File: config.mk
export PLATFORM = sky130hd
export DESIGN_NAME = keypad_card_code_lock
export DESIGN_NICKNAME = d
export VERILOG_FILES = /design/src/rtl/kccl_pkg.sv /design/src/rtl/kccl_core.sv /design/src/rtl/keypad_card_code_lock.sv
export SDC_FILE = /design/constraint.sdc
export NUM_CORES = 1
export LEC_CHECK = 0
export ABC_AREA = 1
export BUFFER_PORTS_ARGS = -buffer_cell sky130_fd_sc_hd__buf_2
export CORE_AREA = 2 2 148 150
export DETAILED_ROUTE_END_ITERATION = 8
export DIE_AREA = 0 0 150 152
export SLEW_MARGIN = 20
export SYNTH_ARGS = -nofsm -noshare
export SYNTH_HDL_FRONTEND = slang
export SYNTH_HIERARCHICAL = 1
export SYNTH_SLANG_ARGS = --single-unit
File: constraint.sdc
create_clock -name clk_i -period 5.4 [get_ports clk_i]
set_input_delay 0.54 -clock clk_i [delete_from_list [all_inputs] [get_ports clk_i]]
set_output_delay 0.54 -clock clk_i [all_outputs]
set_load 0.02 [all_outputs]
File: src/rtl/kccl_pkg.sv
// Shared types, codes and constants of the keypad and card code lock.
package kccl_pkg;

  localparam int unsigned CFG_IDX_W = 2;
  localparam int unsigned CFG_DATA_W = 8;

  localparam logic [CFG_IDX_W-1:0] CFG_MAX_FAILURES = 2'd0;
  localparam logic [CFG_IDX_W-1:0] CFG_LOCKOUT_SECONDS = 2'd1;
  localparam logic [CFG_IDX_W-1:0] CFG_HOLD_SECONDS = 2'd2;

  localparam logic [3:0] MAX_FAILURES_RST = 4'd3;
  localparam logic [7:0] LOCKOUT_SECONDS_RST = 8'd10;
  localparam logic [7:0] HOLD_SECONDS_RST = 8'd3;

  localparam logic [3:0] FAIL_SAT = 4'hf;

  localparam logic [3:0] KEY_MAP [16] = '{
    4'd1, 4'd4, 4'd7, 4'd10, 4'd2, 4'd5, 4'd8, 4'd0,
    4'd3, 4'd6, 4'd9, 4'd11, 4'd12, 4'd13, 4'd14, 4'd15
  };

  typedef enum logic [1:0] {
    REQ_KEY  = 2'd0,
    REQ_CARD = 2'd1,
    REQ_TICK = 2'd2
  } req_e;

  typedef enum logic [1:0] {
    PH_SET_PASS = 2'd0,
    PH_SET_CARD = 2'd1,
    PH_ENTRY    = 2'd2,
    PH_LOCKED   = 2'd3
  } phase_e;

  typedef enum logic [1:0] {
    HOLD_NONE   = 2'd0,
    HOLD_RELAY  = 2'd1,
    HOLD_BUZZER = 2'd2,
    HOLD_LED    = 2'd3
  } hold_e;

  typedef enum logic [3:0] {
    EV_NONE       = 4'd0,
    EV_KEY        = 4'd1,
    EV_PASS_SET   = 4'd2,
    EV_CARD_SET   = 4'd3,
    EV_CODE_OK    = 4'd4,
    EV_CODE_BAD   = 4'd5,
    EV_CARD_OK    = 4'd6,
    EV_CARD_BAD   = 4'd7,
    EV_LOCK_START = 4'd8,
    EV_LOCK_END   = 4'd9,
    EV_IGNORED    = 4'd10
  } event_e;

  typedef struct packed {
    logic [1:0]  req_type;
    logic [3:0]  key_code;
    logic [31:0] card_id;
  } kccl_in_t;

  typedef struct packed {
    logic [1:0] phase;
    logic [3:0] event_code;
    logic [3:0] key_symbol;
    logic       relay_on;
    logic       buzzer_on;
    logic       set_led_on;
    logic [3:0] failures;
    logic [7:0] lockout_left;
    logic [2:0] digits_entered;
  } kccl_out_t;

  typedef struct packed {
    logic [3:0] max_failures;
    logic [7:0] lockout_seconds;
    logic [7:0] hold_seconds;
  } kccl_cfg_t;

endpackage

File: src/rtl/kccl_core.sv
// Lock state registers and the single-pass update for one request.
module kccl_core #(
  parameter int unsigned CODE_LENGTH = 4
) (
  input  logic                clk_i,
  input  logic                rst_ni,
  input  logic                step_i,
  input  kccl_pkg::kccl_in_t  item_i,
  input  kccl_pkg::kccl_cfg_t cfg_i,
  output kccl_pkg::kccl_out_t res_o
);

  localparam int unsigned IDX_W = (CODE_LENGTH > 1) ? $clog2(CODE_LENGTH) : 1;
  localparam logic [3:0] CODE_LEN4 = 4'(CODE_LENGTH);

  kccl_pkg::phase_e mode_q, mode_d;
  kccl_pkg::hold_e  hold_q, hold_d;
  kccl_pkg::event_e ev;
  kccl_pkg::req_e   req;
  logic [2:0]       dcnt_q, dcnt_d;
  logic [3:0]       fail_q, fail_d;
  logic [7:0]       htmr_q, htmr_d;
  logic [7:0]       ltmr_q, ltmr_d;
  logic             pend_q, pend_d;
  logic [3:0]       enr_q [CODE_LENGTH];
  logic [3:0]       ent_q [CODE_LENGTH];
  logic [31:0]      card_q;
  logic             enr_we, ent_we, card_we;

  logic [3:0]       sym;
  logic             busy;
  logic [3:0]       cnt_inc;
  logic             done;
  logic [IDX_W-1:0] didx;
  logic             code_match;
  logic [3:0]       fail_inc;
  logic [7:0]       hold_len, lock_len, htmr_dec, ltmr_dec;

  assign req      = kccl_pkg::req_e'(item_i.req_type);
  assign sym      = (req == kccl_pkg::REQ_KEY) ? kccl_pkg::KEY_MAP[item_i.key_code] : 4'd0;
  assign busy     = (hold_q != kccl_pkg::HOLD_NONE) || (mode_q == kccl_pkg::PH_LOCKED);
  assign cnt_inc  = {1'b0, dcnt_q} + 4'd1;
  assign done     = cnt_inc >= CODE_LEN4;
  assign didx     = dcnt_q[IDX_W-1:0];
  assign fail_inc = (fail_q < kccl_pkg::FAIL_SAT) ? fail_q + 4'd1 : fail_q;
  assign hold_len = (cfg_i.hold_seconds == 8'd0) ? 8'd1 : cfg_i.hold_seconds;
  assign lock_len = (cfg_i.lockout_seconds == 8'd0) ? 8'd1 : cfg_i.lockout_seconds;
  assign htmr_dec = (htmr_q != 8'd0) ? htmr_q - 8'd1 : htmr_q;
  assign ltmr_dec = (ltmr_q != 8'd0) ? ltmr_q - 8'd1 : ltmr_q;

  always_comb begin
    code_match = 1'b1;
    for (int unsigned i = 0; i < CODE_LENGTH; i++) begin
      if (IDX_W'(i) == didx) begin
        if (sym != enr_q[i]) code_match = 1'b0;
      end else if (ent_q[i] != enr_q[i]) begin
        code_match = 1'b0;
      end
    end
  end

  always_comb begin
    mode_d  = mode_q;
    hold_d  = hold_q;
    dcnt_d  = dcnt_q;
    fail_d  = fail_q;
    htmr_d  = htmr_q;
    ltmr_d  = ltmr_q;
    pend_d  = pend_q;
    ev      = kccl_pkg::EV_NONE;
    enr_we  = 1'b0;
    ent_we  = 1'b0;
    card_we = 1'b0;
    case (req)
      kccl_pkg::REQ_KEY: begin
        if (busy) begin
          ev = kccl_pkg::EV_IGNORED;
        end else begin
          case (mode_q)
            kccl_pkg::PH_SET_PASS: begin
              enr_we = 1'b1;
              ev     = kccl_pkg::EV_KEY;
              dcnt_d = cnt_inc[2:0];
              if (done) begin
                dcnt_d = 3'd0;
                mode_d = kccl_pkg::PH_SET_CARD;
                hold_d = kccl_pkg::HOLD_LED;
                htmr_d = hold_len;
                ev     = kccl_pkg::EV_PASS_SET;
              end
            end
            kccl_pkg::PH_ENTRY: begin
              ent_we = 1'b1;
              ev     = kccl_pkg::EV_KEY;
              dcnt_d = cnt_inc[2:0];
              if (done) begin
                dcnt_d = 3'd0;
                htmr_d = hold_len;
                if (code_match) begin
                  hold_d = kccl_pkg::HOLD_RELAY;
                  ev     = kccl_pkg::EV_CODE_OK;
                end else begin
                  hold_d = kccl_pkg::HOLD_BUZZER;
                  fail_d = fail_inc;
                  if (fail_inc > cfg_i.max_failures) pend_d = 1'b1;
                  ev     = kccl_pkg::EV_CODE_BAD;
                end
              end
            end
            default: ev = kccl_pkg::EV_IGNORED;
          endcase
        end
      end
      kccl_pkg::REQ_CARD: begin
        if (busy) begin
          ev = kccl_pkg::EV_IGNORED;
        end else begin
          case (mode_q)
            kccl_pkg::PH_SET_CARD: begin
              card_we = 1'b1;
              mode_d  = kccl_pkg::PH_ENTRY;
              hold_d  = kccl_pkg::HOLD_LED;
              htmr_d  = hold_len;
              ev      = kccl_pkg::EV_CARD_SET;
            end
            kccl_pkg::PH_ENTRY: begin
              htmr_d = hold_len;
              if (item_i.card_id == card_q) begin
                hold_d = kccl_pkg::HOLD_RELAY;
                ev     = kccl_pkg::EV_CARD_OK;
              end else begin
                hold_d = kccl_pkg::HOLD_BUZZER;
                fail_d = fail_inc;
                if (fail_inc > cfg_i.max_failures) pend_d = 1'b1;
                ev     = kccl_pkg::EV_CARD_BAD;
              end
            end
            default: ev = kccl_pkg::EV_IGNORED;
          endcase
        end
      end
      kccl_pkg::REQ_TICK: begin
        if (hold_q != kccl_pkg::HOLD_NONE) begin
          htmr_d = htmr_dec;
          if (htmr_dec == 8'd0) begin
            hold_d = kccl_pkg::HOLD_NONE;
            if (pend_q) begin
              pend_d = 1'b0;
              fail_d = 4'd0;
              mode_d = kccl_pkg::PH_LOCKED;
              ltmr_d = lock_len;
              ev     = kccl_pkg::EV_LOCK_START;
            end
          end
        end else if (mode_q == kccl_pkg::PH_LOCKED) begin
          ltmr_d = ltmr_dec;
          if (ltmr_dec == 8'd0) begin
            mode_d = kccl_pkg::PH_ENTRY;
            ev     = kccl_pkg::EV_LOCK_END;
          end
        end
      end
      default: ev = kccl_pkg::EV_IGNORED;
    endcase
  end

  always_comb begin
    res_o.phase          = mode_d;
    res_o.event_code     = ev;
    res_o.key_symbol     = sym;
    res_o.relay_on       = hold_d == kccl_pkg::HOLD_RELAY;
    res_o.buzzer_on      = hold_d == kccl_pkg::HOLD_BUZZER;
    res_o.set_led_on     = hold_d == kccl_pkg::HOLD_LED;
    res_o.failures       = fail_d;
    res_o.lockout_left   = (mode_d == kccl_pkg::PH_LOCKED) ? ltmr_d : 8'd0;
    res_o.digits_entered = dcnt_d;
  end

  always_ff @(posedge clk_i or negedge rst_ni) begin
    if (!rst_ni) begin
      mode_q <= kccl_pkg::PH_SET_PASS;
      hold_q <= kccl_pkg::HOLD_NONE;
      dcnt_q <= 3'd0;
      fail_q <= 4'd0;
      htmr_q <= 8'd0;
      ltmr_q <= 8'd0;
      pend_q <= 1'b0;
    end else if (step_i) begin
      mode_q <= mode_d;
      hold_q <= hold_d;
      dcnt_q <= dcnt_d;
      fail_q <= fail_d;
      htmr_q <= htmr_d;
      ltmr_q <= ltmr_d;
      pend_q <= pend_d;
    end
  end

  always_ff @(posedge clk_i) begin
    if (step_i && enr_we) enr_q[didx] <= sym;
    if (step_i && ent_we) ent_q[didx] <= sym;
    if (step_i && card_we) card_q <= item_i.card_id;
  end

  a_dcnt_range: assert property (@(posedge clk_i) disable iff (!rst_ni)
    {1'b0, dcnt_q} < CODE_LEN4)
    else $error("digit count reached code length");

  a_locked_no_hold: assert property (@(posedge clk_i) disable iff (!rst_ni)
    mode_q == kccl_pkg::PH_LOCKED |-> hold_q == kccl_pkg::HOLD_NONE)
    else $error("hold running during lockout");

  a_pend_buzzer: assert property (@(posedge clk_i) disable iff (!rst_ni)
    pend_q |-> hold_q == kccl_pkg::HOLD_BUZZER)
    else $error("lock pending without buzzer hold");

  a_hold_tmr: assert property (@(posedge clk_i) disable iff (!rst_ni)
    hold_q != kccl_pkg::HOLD_NONE |-> htmr_q != 8'd0)
    else $error("hold active with empty timer");

  a_lock_tmr: assert property (@(posedge clk_i) disable iff (!rst_ni)
    mode_q == kccl_pkg::PH_LOCKED |-> ltmr_q != 8'd0)
    else $error("lockout with empty timer");

endmodule

File: src/rtl/keypad_card_code_lock.sv
// Keypad and card door lock: request register, configuration, result register.
//
// Requests (key press, card, one-second tick) arrive as beats on the in channel
// (in_valid_i / in_ready_o / in_data_i). Every request gives exactly one result
// beat on the out channel (out_valid_o / out_ready_i / out_data_o) carrying the
// phase, event code, mapped key and drive levels after that request.
// A request is captured in the input register at acceptance and processed from
// there into the result register when it is free. One request per cycle is
// sustained while the receiver takes each result; the limit is the single state
// update between the two registers. When the receiver stalls, the result
// register holds its beat and one further request waits in the input register;
// in_ready_o then drops until out_ready_i returns. Configuration registers are
// written with cfg_we_i, cfg_idx_i and cfg_wdata_i only while no request is in
// flight, a rule for the user that the block does not enforce; unknown indexes
// are dropped. Reset enters password enrollment with zero counts, no hold and
// the default configuration (3 failures, 10 lockout ticks, 3 hold ticks).
module keypad_card_code_lock #(
  parameter int unsigned CODE_LENGTH = 4
) (
  input  logic                                clk_i,
  input  logic                                rst_ni,
  input  logic                                in_valid_i,
  output logic                                in_ready_o,
  input  kccl_pkg::kccl_in_t                  in_data_i,
  output logic                                out_valid_o,
  input  logic                                out_ready_i,
  output kccl_pkg::kccl_out_t                 out_data_o,
  input  logic                                cfg_we_i,
  input  logic [kccl_pkg::CFG_IDX_W-1:0]      cfg_idx_i,
  input  logic [kccl_pkg::CFG_DATA_W-1:0]     cfg_wdata_i
);

  logic                in_vld_q;
  kccl_pkg::kccl_in_t  in_q;
  logic                out_vld_q;
  kccl_pkg::kccl_out_t out_q;
  kccl_pkg::kccl_out_t res;
  kccl_pkg::kccl_cfg_t cfg_q;
  logic                step;

  assign step        = in_vld_q && (!out_vld_q || out_ready_i);
  assign in_ready_o  = !in_vld_q || step;
  assign out_valid_o = out_vld_q;
  assign out_data_o  = out_q;

  kccl_core #(
    .CODE_LENGTH(CODE_LENGTH)
  ) u_core (
    .clk_i (clk_i),
    .rst_ni(rst_ni),
    .step_i(step),
    .item_i(in_q),
    .cfg_i (cfg_q),
    .res_o (res)
  );

  always_ff @(posedge clk_i or negedge rst_ni) begin
    if (!rst_ni) begin
      in_vld_q  <= 1'b0;
      out_vld_q <= 1'b0;
    end else begin
      if (in_ready_o) in_vld_q <= in_valid_i;
      if (step) begin
        out_vld_q <= 1'b1;
      end else if (out_ready_i) begin
        out_vld_q <= 1'b0;
      end
    end
  end

  always_ff @(posedge clk_i) begin
    if (in_ready_o && in_valid_i) in_q <= in_data_i;
    if (step) out_q <= res;
  end

  always_ff @(posedge clk_i or negedge rst_ni) begin
    if (!rst_ni) begin
      cfg_q.max_failures    <= kccl_pkg::MAX_FAILURES_RST;
      cfg_q.lockout_seconds <= kccl_pkg::LOCKOUT_SECONDS_RST;
      cfg_q.hold_seconds    <= kccl_pkg::HOLD_SECONDS_RST;
    end else if (cfg_we_i) begin
      case (cfg_idx_i)
        kccl_pkg::CFG_MAX_FAILURES:    cfg_q.max_failures    <= cfg_wdata_i[3:0];
        kccl_pkg::CFG_LOCKOUT_SECONDS: cfg_q.lockout_seconds <= cfg_wdata_i;
        kccl_pkg::CFG_HOLD_SECONDS:    cfg_q.hold_seconds    <= cfg_wdata_i;
        default: ;
      endcase
    end
  end

endmodule
# After elaboration in Yosys (flattened, before gate mapping)
# Memory sizes are Yosys's and may differ from the RTL's.
# Cells that the tools add are included.
[word_totals] n_memories=3 register_bits=148 elab_cells=210 input_bits=53 mem_bits_ro=64 out_inout_bits=30 ram_bits=32
[classes] bitwise_logic=1 n_addsub=4 muxes=109 order_cmp=4 n_eq_ne=34 n_reduce_logical=30
[mem_list] memory="(no name shown)" depth=16 width=4 read_ports=1 rd_ports_with_merged_regs=0 wr=0 line="kccl_core.sv:40" rtl="assign sym = (req == kccl_pkg::REQ_KEY) ? kccl_pkg::KEY_MAP[item_i.key_code] : 4'd0;"
[mem_list] memory="u_core.enr_q" depth=4 width=4 read_ports=4 rd_ports_with_merged_regs=0 wr=1 line="kccl_core.sv:25" rtl="logic [3:0] enr_q [CODE_LENGTH];"
[mem_list] memory="u_core.ent_q" depth=4 width=4 read_ports=4 rd_ports_with_merged_regs=0 wr=1 line="kccl_core.sv:26" rtl="logic [3:0] ent_q [CODE_LENGTH];"
[ops] op="two-way mux 8 bit" count=15
[ops] op="two-way mux 4 bit" count=22
[ops] op="two-way mux 1 bit" count=39
[ops] op="two-way mux 2 bit" count=19
[ops] op="== test 32 bit" count=1
[ops] op="logical NOT 8 bit" count=4
[ops] op="!= test 4 bit" count=8
[ops] op="case mux 4 bit (3 select lines)" count=2
[ops] op="case mux 8 bit (3 select lines)" count=1
[ops] op="case mux 4 bit (2 select lines)" count=2
[ops] op="nonzero test 8 bit" count=2
[ops] op="subtractor 8 x 1 -> 8 bit, second input constant" count=2
[ops] op="== test 2 bit, second input constant" count=7
[ops] op="!= test 2 bit, second input constant" count=7
[ops] op="two-way mux 3 bit" count=4
[ops] op="case mux 2 bit (3 select lines)" count=2
[ops] op="AND reduction 11 bit" count=1
[ops] op="== test 2 x 1 -> 1 bit, second input constant" count=4
[ops] op="logical NOT 2 bit" count=4
[ops] op="!= test 2 x 1 -> 1 bit, second input constant" count=4
[ops] op="case mux 2 bit (2 select lines)" count=2
[ops] op="AND reduction 8 bit" count=1
[ops] op="AND reduction 2 bit" count=3
[ops] op="greater-or-equal comparator 5 bit, second input constant" count=1
[ops] op="other kinds (15)" count=25

# Longest topological paths before layout
[depth] word_depth=20 depth_mapped=22 mapped_depth_nobuf=22

# Modules after synthesis
# Netlist, hierarchy kept.
[by_module_without_submodules] mod="kccl_core" area_each_um2=6467.5 seq_area_each_um2=2622.5 cells_per_inst=831 n_inst=1
[by_module_without_submodules] mod="keypad_card_code_lock" area_each_um2=2914.0 seq_area_each_um2=2539.9 cells_per_inst=167 n_inst=1

# Least setup slack after synthesis
# Ideal clock, no wire load.
[synth_timing] path_type="input port to flip-flop" startpoint="in out_ready_i" endpoint="reg u_core.card_q[0], enable pin" stages=5 arrival_time_ns=5.675 path_slack_ns=-0.777 required_time_ns=4.899 setup_time_ns=0.501 path_buffers=1 cell_sequence="inv_1 a21oi_1 clkbuf_1 inv_1 nor4_1"
[synth_between] elab_chain_cells=3
[synth_rtl] element="start: declaration" line="keypad_card_code_lock.sv:26" rtl="input logic out_ready_i,"
[synth_rtl] element="logical OR 1 bit" line="keypad_card_code_lock.sv:41" rtl="assign step = in_vld_q && (!out_vld_q || out_ready_i);"
[synth_rtl] element="logical AND 1 bit" line="keypad_card_code_lock.sv:41"
[synth_rtl] element="via step" line="keypad_card_code_lock.sv:39" rtl="logic step;"
[synth_rtl] element="logical AND 1 bit" line="kccl_core.sv:202" rtl="if (step_i && card_we) card_q <= item_i.card_id;"
[synth_rtl] element="end signal: assignment" line="kccl_core.sv:202"
[synth_rtl] element="end: declaration" line="kccl_core.sv:27" rtl="logic [31:0] card_q;"
# The timed path passes the listed nets, and every way through them passes these cells.
# A chain may end at the register's enable or synchronous reset.

==> impl.org <==
** STA
- After routing, the total negative slack on setup checks comes to 0 ns.
- Final count of negative-setup-slack endpoints :: 0
- F_max :: 0.340 GHz
- Between clock sinks in the finished design, the worst skew comes to 0.0142 ns.
- Setup repair after global routing left no endpoint under its margin.
- Final Critical Period :: 2.94 ns
- Transition at the pin with the smallest max-transition slack :: 0.714 ns
- Number of endpoints with negative hold slack in the final report :: 0
- Portion of the clock cycle consumed by the worst path in the final layout :: 54.4%
- Number of max-slew violations in the final report :: 0
- Final worst slack :: 2.46 ns
- The worst pin sits at a relative slew slack of 52.0%.

** Cells and area
- Relative to the synthesized area, the layout overhead comes to 14.2%.
- The repair_antennas step left the layout with diodes totalling 0.
- Cell area after layout :: 0.0107 mm^2
- Fraction of final layout cells with drive strength greater than 1 :: 18.1%
- Number of fillers in the final layout :: 2024
- Measured on the finished design, the core utilization comes to 50.2%.
- At the end of the flow, the number of nets in the layout was 1163.

** Clock network
- Clock tree from TritonCTS :: built
- The clock drives 180 sinks.
- The H-tree was split into 4 levels.
- For this design, the CTS-stage hold fixing added 0 buffers.
- Buffers from clock root to sink, at most :: 2
- Insertion delay to the later sink of the worst-skew pair :: 0.44 ns
- In this run the clock root is driven by a sky130_fd_sc_hd__clkbuf_16.
- Post-cts repair resize count :: 0
- CTS clock-pin slew for the worst setup and hold paths :: 0.08 ns
- Number of buffers created by CTS :: 17
- Once the clock tree was built, the setup fixing pass inserted 0 buffers.

** Logic synthesis
- Area fraction of the dominant cell type after synthesis :: 41.6%
- Cell taking the most area after synthesis :: sky130_fd_sc_hd__edfxtp_1
- Post-synth design cell area :: 0.00938 mm^2
- Number of enable-type register cells in the synthesized netlist :: 130
- Cells after synthesis :: 998
- The average instance in the mapped netlist occupies 9.40 um^2.
- Largest cells by area after synthesis :: sky130_fd_sc_hd__edfxtp_1 (42%), sky130_fd_sc_hd__dfrtp_1 (12%), sky130_fd_sc_hd__nand2_1 (9.7%)
- The Yosys step of the flow raised 6 warnings.
- Async set-or-reset flop fraction in the synthesized netlist :: 27.8%
- Synthesis inferred 180 register bits.
- When the netlist entered floorplanning its net count stood at 1075.
- Among all flip-flop cells after synthesis, the most frequent one is sky130_fd_sc_hd__edfxtp_1.
- Distinct cell type count of the synthesized netlist :: 59
- Share of the yosys chip area belonging to registers :: 55.0%

** Placed design
- Post-placement cell area :: 0.0101 mm^2
- Buffers placed on the I/O ports in this run total 82.
- Timing analysis after detailed placement gives a worst setup slack of 2.26 ns.
- Final weighted congestion in routability-driven placement :: 0.875
- Dpl hpwl :: 14400 um

** Critical path
- Crit Reg-Reg Startpoint :: in_q[37]
- Max Fanout on Critical Path :: 21
- CP Capture Type :: flip-flop
- The largest single stage delay on the critical path is 0.48 ns.
- List of cells traversed by the critical path :: inv_2, nand2_2, inv_2, nand2_1, nor2_4, nor2_1, nor2_1, nand2_1, nor2_1, nor2_1, nor2_2, nand2_2, nand2_1, nand3_1, nand3_1, nand2_1, and2_1
- The critical path starts at in_q[37].
- STA puts the critical path data required time at 5.60 ns.
- Largest delay contributor family on the critical path :: simple AND/OR/NAND/NOR gates
- Flop2flop setup slack :: 2.46 ns
- CP Data Arrival Time :: 3.14 ns
- WS Path Type :: flip-flop to flip-flop
- Worst flop-to-flop path endpoint :: out_data_o[16]
- Crit path buffers/inverters :: 2
- STA classifies the critical path startpoint as a flip-flop.
- Depth of the most critical reg-to-reg path :: 17
- On the critical path, the stage with the largest delay is an instance of sky130_fd_sc_hd__edfxtp_1.

** Floorplan
- The floorplan has 54 rows.
- 83 I/O pins were placed.
- The floorplan step defined a die boundary enclosing 0.0228 mm^2.
- Die width :: 150 um
- Die outline height :: 152 um
- Floorplan Core Area :: 0.0214 mm^2
- Initial standard-cell utilization of the core :: 43.9%

** Drt
- After detailed routing, the met2 layer carries 10000 um of wire.
- Final routed DRC violation total :: 0
- For this block, the initial DRC count from the detailed router was 511.
- Detailed-routing iteration count for the pre-antenna-repair pass :: 5
- Total length of routed met3 wires :: 965 um
- Vias per cell :: 5.06
- After detailed routing, the wire length on met1 is 9280 um.
- For this block, the routed nets add up to 20400 um of wire.
- In the final routed layout, each cell accounts on average for 14.8 um.
- Top Metal Used :: met4
- Once detail routing completed, the nets flagged for antenna violations numbered 0.
- The routed layout has 6971 vias.

** Global routing
- Tot GR Track Use :: 18.6%
- Wire length of the first global-routing pass :: 33800 um
- Entering global routing, the biggest net connects 51 pins.
- Overflow left after global routing :: 0
- The initial antenna violation count was 0.
- Via count of the first global-routing pass :: 6685

** Status
- Outcome :: completed

** Job
- Across the run, the number of max-cap violations was 0.

** Power
- Across the VDD grid, the largest voltage drop is 0.000218 V.
- Pwr dens :: 427 mW/mm^2
- The analysis attributes to cell leakage a power of 4.68 nW.

** Hold path
- The worst hold path belongs to the class input pin to async pin.
## sequential cells by signal, summed over array words and instances (netlist names), 2 cells and up
name	cells
u_core/enr_q	16
u_core/ent_q	16
cfg_q	20
u_core/fail_q	4
u_core/card_q	32
u_core/dcnt_q	3
in_q	38
out_data_o	28
u_core/ltmr_q	8
u_core/htmr_q	8
u_core/mode_q	2
u_core/hold_q	2
## how the worst max path moves through the flow
stage	to	slack, ns	cells after the start
2_1_floorplan	u_core/card_q[0]	0.56	5
3_3_place_gp	u_core/htmr_q[5]	2.33	12
3_5_place_dp	u_core/htmr_q[6]	2.26	12
4_1_cts	out_data_o[16]	2.48	17
5_1_grt	out_data_o[16]	2.07	17
6_report	out_data_o[16]	2.46	17
## per-layer routing
| metal | up-vias | track usage, % |
|---|---|---|
| met1 | 3264 | 25.1 |
| met3 | 13 | 3.57 |
| li1 | 3536 | - |
| met4 | 0 | 4.09 |
| met5 | - | 0 |
| met2 | 158 | 31.4 |
## synthesized netlist by cell type (2+ instances only)
cell type,number
sky130_fd_sc_hd__clkinv_1,3
sky130_fd_sc_hd__a21oi_4,2
sky130_fd_sc_hd__buf_6,2
sky130_fd_sc_hd__nor2_2,6
sky130_fd_sc_hd__nand2_4,2
sky130_fd_sc_hd__a22oi_1,4
sky130_fd_sc_hd__edfxtp_1,130
sky130_fd_sc_hd__buf_4,6
sky130_fd_sc_hd__nand2_1,243
sky130_fd_sc_hd__xor2_1,10
sky130_fd_sc_hd__nand3_1,67
sky130_fd_sc_hd__nand2_2,6
sky130_fd_sc_hd__o211ai_2,2
sky130_fd_sc_hd__o21ai_0,47
sky130_fd_sc_hd__a21oi_1,28
sky130_fd_sc_hd__nand4_1,34
sky130_fd_sc_hd__a211oi_1,4
sky130_fd_sc_hd__dfstp_2,6
sky130_fd_sc_hd__or2_2,9
sky130_fd_sc_hd__nor3_1,8
sky130_fd_sc_hd__inv_1,112
sky130_fd_sc_hd__xnor2_1,20
sky130_fd_sc_hd__nand3_2,9
sky130_fd_sc_hd__o21ai_2,2
sky130_fd_sc_hd__nor2_1,88
sky130_fd_sc_hd__inv_2,16
sky130_fd_sc_hd__o211ai_1,11
sky130_fd_sc_hd__ha_1,24
sky130_fd_sc_hd__dfrtp_1,44
sky130_fd_sc_hd__o221ai_1,2
sky130_fd_sc_hd__clkbuf_1,3
sky130_fd_sc_hd__nor2_4,7
sky130_fd_sc_hd__o21ai_1,4
sky130_fd_sc_hd__buf_2,5
sky130_fd_sc_hd__nor4_1,4
sky130_fd_sc_hd__o22ai_1,5
## cells in the final DEF (no fill, tap or decap), types with 2 or more instances in the layout
cell type,instances
sky130_fd_sc_hd__inv_8,6
sky130_fd_sc_hd__o211ai_1,11
sky130_fd_sc_hd__nand3_2,9
sky130_fd_sc_hd__nand4_1,34
sky130_fd_sc_hd__or2_2,9
sky130_fd_sc_hd__a21oi_4,3
sky130_fd_sc_hd__ha_1,24
sky130_fd_sc_hd__clkinv_8,5
sky130_fd_sc_hd__a21oi_1,27
sky130_fd_sc_hd__buf_2,82
sky130_fd_sc_hd__a211oi_1,4
sky130_fd_sc_hd__nor3_1,8
sky130_fd_sc_hd__a22oi_1,4
sky130_fd_sc_hd__nand2_4,2
sky130_fd_sc_hd__o21ai_2,2
sky130_fd_sc_hd__inv_12,2
sky130_fd_sc_hd__nor2_2,6
sky130_fd_sc_hd__o211ai_2,2
sky130_fd_sc_hd__inv_1,112
sky130_fd_sc_hd__nor2_4,7
sky130_fd_sc_hd__clkinv_1,3
sky130_fd_sc_hd__o22ai_1,5
sky130_fd_sc_hd__edfxtp_1,130
sky130_fd_sc_hd__o21ai_1,4
sky130_fd_sc_hd__nand2_2,6
sky130_fd_sc_hd__xnor2_1,20
sky130_fd_sc_hd__dfstp_2,6
sky130_fd_sc_hd__xor2_1,10
sky130_fd_sc_hd__nor4_1,3
sky130_fd_sc_hd__dfrtp_1,44
sky130_fd_sc_hd__clkinv_2,2
sky130_fd_sc_hd__nand3_1,67
sky130_fd_sc_hd__inv_2,16
sky130_fd_sc_hd__o21ai_0,47
sky130_fd_sc_hd__buf_4,5
sky130_fd_sc_hd__nor2_1,88
sky130_fd_sc_hd__o221ai_1,2
sky130_fd_sc_hd__clkbuf_16,17
sky130_fd_sc_hd__nand2_1,243
## final cells by class
| class | instances | area, um^2 | area share (%) |
|---|---|---|---|
| tap | 280 | 350 | 3.27 |
| clock buffer | 17 | 425 | 3.97 |
| multi-input combinational | 667 | 3630 | 33.9 |
| inverter | 133 | 503 | 4.70 |
| clock inverter | 15 | 195 | 1.82 |
| sequential | 180 | 5160 | 48.2 |
| timing repair buffer | 87 | 448 | 4.18 |
## stage by stage
step | hold WS [ns] | power, mW | cells
2_1_floorplan | 0.244 | 2.97 | 998
3_3_place_gp | 0.436 | 3.31 | 1347
3_5_place_dp | 0.447 | 3.32 | 1347
4_1_cts | 0.237 | 4.61 | 1379
5_1_grt | 0.251 | 4.91 | 1379
6_report | 0.202 | 4.57 | 1379
## report_power, final
group,leakage [nW],switching (mW),total [mW],internal (mW)
clock network,0.303,0.632,1.27,0.640
logic,2.57,0.990,1.47,0.479
registers,1.80,0.140,1.83,1.69
## logic make-up (layout without fill, tap and decap cells)
logic type / Yosys count / count (layout) / synth area share [%]
flops: 180 / 180 / 55.0
xor+xnor: 31 / 31 / 2.97
compound gates: 120 / 120 / 7.96
simple gates: 492 / 492 / 24.2
fa+ha+maj: 24 / 24 / 3.20
buf+inv: 151 / 252 / 6.59
Power figures use the tool's default switching activity.
